==> src/sv/c2csc_pkg.sv <==
`timescale 1ns / 1ps
// Shared constants, types and control structs of the COO to CSC counting sort.
package c2csc_pkg;

    localparam int MAX_COLUMNS_DEF = 1024;
    localparam int MAX_ENTRIES_DEF = 65536;

    localparam int KIND_W     = 2;
    localparam int ROW_W      = 10;
    localparam int COL_W      = 10;
    localparam int SLOT_W     = 16;
    localparam int START_W    = 17;
    localparam int NUMCOL_W   = 11;
    localparam int S_TDATA_W  = 24;
    localparam int M_TDATA_W  = 48;
    localparam int APB_AW     = 3;
    localparam int APB_DW     = 32;

    localparam logic [NUMCOL_W-1:0] NUM_COLUMNS_RST = 11'd1024;
    localparam logic                REG_NUM_COLUMNS = 1'b0;

    typedef enum logic [KIND_W-1:0] {
        KIND_COUNT = 2'd0,
        KIND_PLACE = 2'd1,
        KIND_READ  = 2'd2,
        KIND_CLEAR = 2'd3
    } t_kind;

    typedef struct packed {
        logic take;
        logic rd_input;
        logic rd_sweep;
        logic exec;
        logic sweep_zero;
        logic clr_step;
        logic scan_init;
        logic scan_wr;
    } t_cmd;

    typedef struct packed {
        t_kind kind;
        logic  need_scan;
        logic  has_result;
        logic  out_busy;
        logic  sweep_last;
    } t_stat;

endpackage

==> src/sv/c2csc_ctrl.sv <==
`timescale 1ns / 1ps
// Sequencer: item handshake, clear sweep, prefix scan and item execution.
module c2csc_ctrl (
    input  logic             i_clk,
    input  logic             i_rst_n,
    input  logic             i_valid,
    input  c2csc_pkg::t_stat i_stat,
    output logic             o_ready,
    output c2csc_pkg::t_cmd  o_cmd
);

    import c2csc_pkg::*;

    typedef enum logic [5:0] {
        S_CLEAR   = 6'b000001,
        S_IDLE    = 6'b000010,
        S_EXEC    = 6'b000100,
        S_SCAN_RD = 6'b001000,
        S_SCAN_WR = 6'b010000,
        S_FETCH   = 6'b100000
    } t_state;

    t_state r_state;
    t_state n_state;
    t_cmd   cmd;

    always_comb begin
        cmd     = '0;
        n_state = r_state;
        unique case (r_state)
            S_CLEAR: begin
                cmd.clr_step = 1'b1;
                if (i_stat.sweep_last) begin
                    n_state = S_IDLE;
                end
            end
            S_IDLE: begin
                cmd.rd_input = 1'b1;
                if (i_valid) begin
                    cmd.take = 1'b1;
                    n_state  = S_EXEC;
                end
            end
            S_EXEC: begin
                if (i_stat.kind == KIND_CLEAR) begin
                    cmd.exec       = 1'b1;
                    cmd.sweep_zero = 1'b1;
                    n_state        = S_CLEAR;
                end else if (i_stat.need_scan) begin
                    cmd.scan_init  = 1'b1;
                    cmd.sweep_zero = 1'b1;
                    n_state        = S_SCAN_RD;
                end else if (!(i_stat.has_result && i_stat.out_busy)) begin
                    cmd.exec = 1'b1;
                    n_state  = S_IDLE;
                end
            end
            S_SCAN_RD: begin
                cmd.rd_sweep = 1'b1;
                n_state      = S_SCAN_WR;
            end
            S_SCAN_WR: begin
                cmd.scan_wr = 1'b1;
                n_state     = i_stat.sweep_last ? S_FETCH : S_SCAN_RD;
            end
            S_FETCH: begin
                n_state = S_EXEC;
            end
            default: begin
                n_state = S_IDLE;
            end
        endcase
    end

    always_ff @(posedge i_clk) begin
        if (!i_rst_n) begin
            r_state <= S_CLEAR;
        end else begin
            r_state <= n_state;
        end
    end

    assign o_ready = (r_state == S_IDLE);
    assign o_cmd   = cmd;

    a_take_to_exec: assert property (@(posedge i_clk) disable iff (!i_rst_n)
        cmd.take |=> (r_state == S_EXEC))
        else $error("accepted word did not move to execute");

endmodule

==> config.mk <==
export PLATFORM = sky130hd
export DESIGN_NAME = c2csc_ctrl
export DESIGN_NICKNAME = d
export VERILOG_FILES = /design/src/sv/c2csc_pkg.sv /design/src/sv/c2csc_ctrl.sv
export SDC_FILE = /design/constraint.sdc
export NUM_CORES = 1
export LEC_CHECK = 0
export BUFFER_PORTS_ARGS = -buffer_cell sky130_fd_sc_hd__clkbuf_2
export CAP_MARGIN = 0
export CORE_MARGIN = 2
export CORE_UTILIZATION = 28
export DETAILED_ROUTE_END_ITERATION = 7
export PLACE_DENSITY = 0.53
export SETUP_SLACK_MARGIN = 0.1
export SLEW_MARGIN = 20
export SYNTH_ARGS = -nofsm -noshare
export SYNTH_HDL_FRONTEND = slang
export SYNTH_SLANG_ARGS = --single-unit
==> constraint.sdc <==
create_clock -name i_clk -period 2.7 [get_ports i_clk]
set_input_delay 0.27 -clock i_clk [delete_from_list [all_inputs] [get_ports i_clk]]
set_output_delay 0.27 -clock i_clk [all_outputs]
set_load 0.01 [all_outputs]
==> qor.yml <==
worst_setup_path:
  path_cells: "or4_4 -> and2b_2 -> clkbuf_2"
  crit_path_top_delay_cell: "or4_4"
  path_delay_family: "simple AND/OR/NAND/NOR gates"
  reg2reg_depth: 4
  cpPeakStageDelay_ns: 0.58
  crit_cells: 3
  cp_num_buf_inv: 1
  critPathLaunchType: "flip-flop"
  critPathArrivalTime_ns: 1.52
  r2r_setup_slack_ns: 1.19
  worstSetupEndpointType: "output port"
  crit_type: "reg2out"
  critPathRequiredTime_ns: 2.43
  critPathMaxFanout: 6
placement:
  dp_hpwl_um: 703
  gp_congestion: 0.743
  io_buffers: 17
grt:
  grt-ovfl-total: 0
  grt_use_total: 0.135
  grt_max_degree: 7
  grt_pass1_wl_um: 1440
  antenna_found_initial: 0
  grt_pass1_vias: 370
finish:
  reg_top3: "r_state: 6 flops"
  ff_latch_area_um2: 120
  regMostFlops: "r_state"
  area_growth_pct: 30.4
  utilization: 0.391
  multiInputGateArea_um2: 248
  largest_reg_flops: 6
  nNetsFinal: 84
  fillers: 159
  final_layout_size_suffix_gt1_frac: 0.315
  antenna_cells: 0
hold_path:
  hp-class: "in2reg"
  min_path_cells: 2
clocking:
  clockBufferDepth: 2
  clk_pin_slew_ns: 0.04
  numCtsBuffers: 3
  root_buffer: "clkbuf_4"
  cts_tree: "done"
  insertion_delay_ns: 0.24
  clkSinkCount: 6
  ctsHoldBuffers: 0
  cts-resized-gates: 0
  htree_levels: 1
  post_cts_buffers: 0
power:
  power.density_mw_per_mm2: 441
  ir_worst_vdd_mv: 0.181
  p_leak_nw: 0.248
synthesis:
  synth_cells: 54
  yosys.area.top_type: "dfxtp_1"
  yosysSeqAreaShare: 0.308
  synthDistinctLibCells: 24
  netlist_area_um2: 390
  syn_nets: 63
  syn_avg_cell_area_um2: 7.23
  synth_area_leaders: "dfxtp_1 (31%), nor2b_1 (8.0%), nand2_1 (7.7%)"
  ys_ff_latch: 6
  synth_top_area_share: 0.308
  yosysWarnings: 0
routing:
  dr.pass1.iters: 4
  initialDrtViolationCount: 6
  routedWlPerCell_um: 9.50
  route.detailed.drc: 0
  detail-route-antenna-nets: 0
  avgViaCountPerCell: 4.70
  vias: 414
  routed_wl_um: 836
floorplanning:
  die_area_mm2: 0.00171
  coreArea_mm2: 0.00130
  die_x_um: 41.3
  start_util: 0.300
  ios: 18
  fp.dieH_um: 41.3
  placementRows: 13
timing:
  setup_viol: 0
  setup-tns-final_ns: 0
  period_needed_ns: 1.79
  tightest_slew_ns: 0.426
  finalMaxSlewViolations: 0
  fin_crit_sh: 0.661
  finClkSkew_ns: 0.00164
  fmax_ghz: 0.560
  max_slew_margin: 0.714
  hold_violations: 0
  rsz0062_at_grt: "no"
outcome:
  status: "complete, no violations"
job:
  cap_violations: 0
cell type report:
class / count / area share
repair buffers: 17 / 0.167
inverters: 4 / 0.0295
flip-flops and latches: 6 / 0.236
clock buffers: 3 / 0.0442
well taps: 15 / 0.0369
multi-input cells: 43 / 0.486
synthesized netlist by cell type:
master	n
and2_1	1
inv_1	4
nor2b_1	5
nor4_1	1
and3_1	1
buf_4	1
and2b_2	1
o21a_1	1
a21oi_1	3
nor3_1	1
dfxtp_1	6
o21ai_0	5
nand2b_1	1
nor2b_4	1
o22ai_1	1
or4_4	1
xnor2_1	1
a41oi_1	1
nand3_1	1
nor4b_1	1
nor2_1	6
o311ai_0	1
nand2_1	8
a31oi_1	1
worst paths after layout:
check / start / to
max: r_state[5] / o_cmd[5]
min: i_rst_n / r_state[3]
max reg2reg: r_state[3] / r_state[5]
min reg2reg: r_state[4] / r_state[4]
placed cells by master, fill, tap and decap left out, drive strengths merged, types with 3 or more instances in the layout:
cell and count:
clkbuf 20, nand2 8, nor2 6, dfxtp 6
nor2b 6, o21ai 5, inv 4, a21oi 3
layer usage:
metal / vias to the layer above / track usage / share of wire
met5: - / 0 / 0
met4: 0 / 0.121 / 0.030
met3: 2 / 0.0319 / 0.048
met2: 12 / 0.207 / 0.46
met1: 173 / 0.154 / 0.46
li1: 227 / - / -
through the flow:
stage	std cells	power (mW)	setup WS, ns	cell area (um^2)	hold WS [ns]
3_5_place_dp	85	0.146	1.17	487	0.488
2_1_floorplan	54	0.130	1.29	390	0.384
6_report	88	0.224	0.914	509	0.250
4_1_cts	88	0.228	0.907	509	0.248
3_3_place_gp	85	0.147	1.16	487	0.489
5_1_grt	88	0.239	0.817	509	0.274
cells by family after synthesis:
| group | count (synthesis) | synth area share |
|---|---|---|
| AND/OR/NAND/NOR | 29 | 0.413 |
| AO/OA/AOI/OAI | 13 | 0.199 |
| flip-flops | 6 | 0.308 |
| buffers and inverters | 5 | 0.0577 |
| XOR/XNOR | 1 | 0.0224 |
where the power goes:
part / total, mW / internal, mW / switching [mW]
Clock: 0.0802 / 0.0501 / 0.0301
Combinational: 0.0460 / 0.0216 / 0.0244
Sequential: 0.0983 / 0.0927 / 0.00553
No activity file was read; power rests on OpenSTA's default activity.
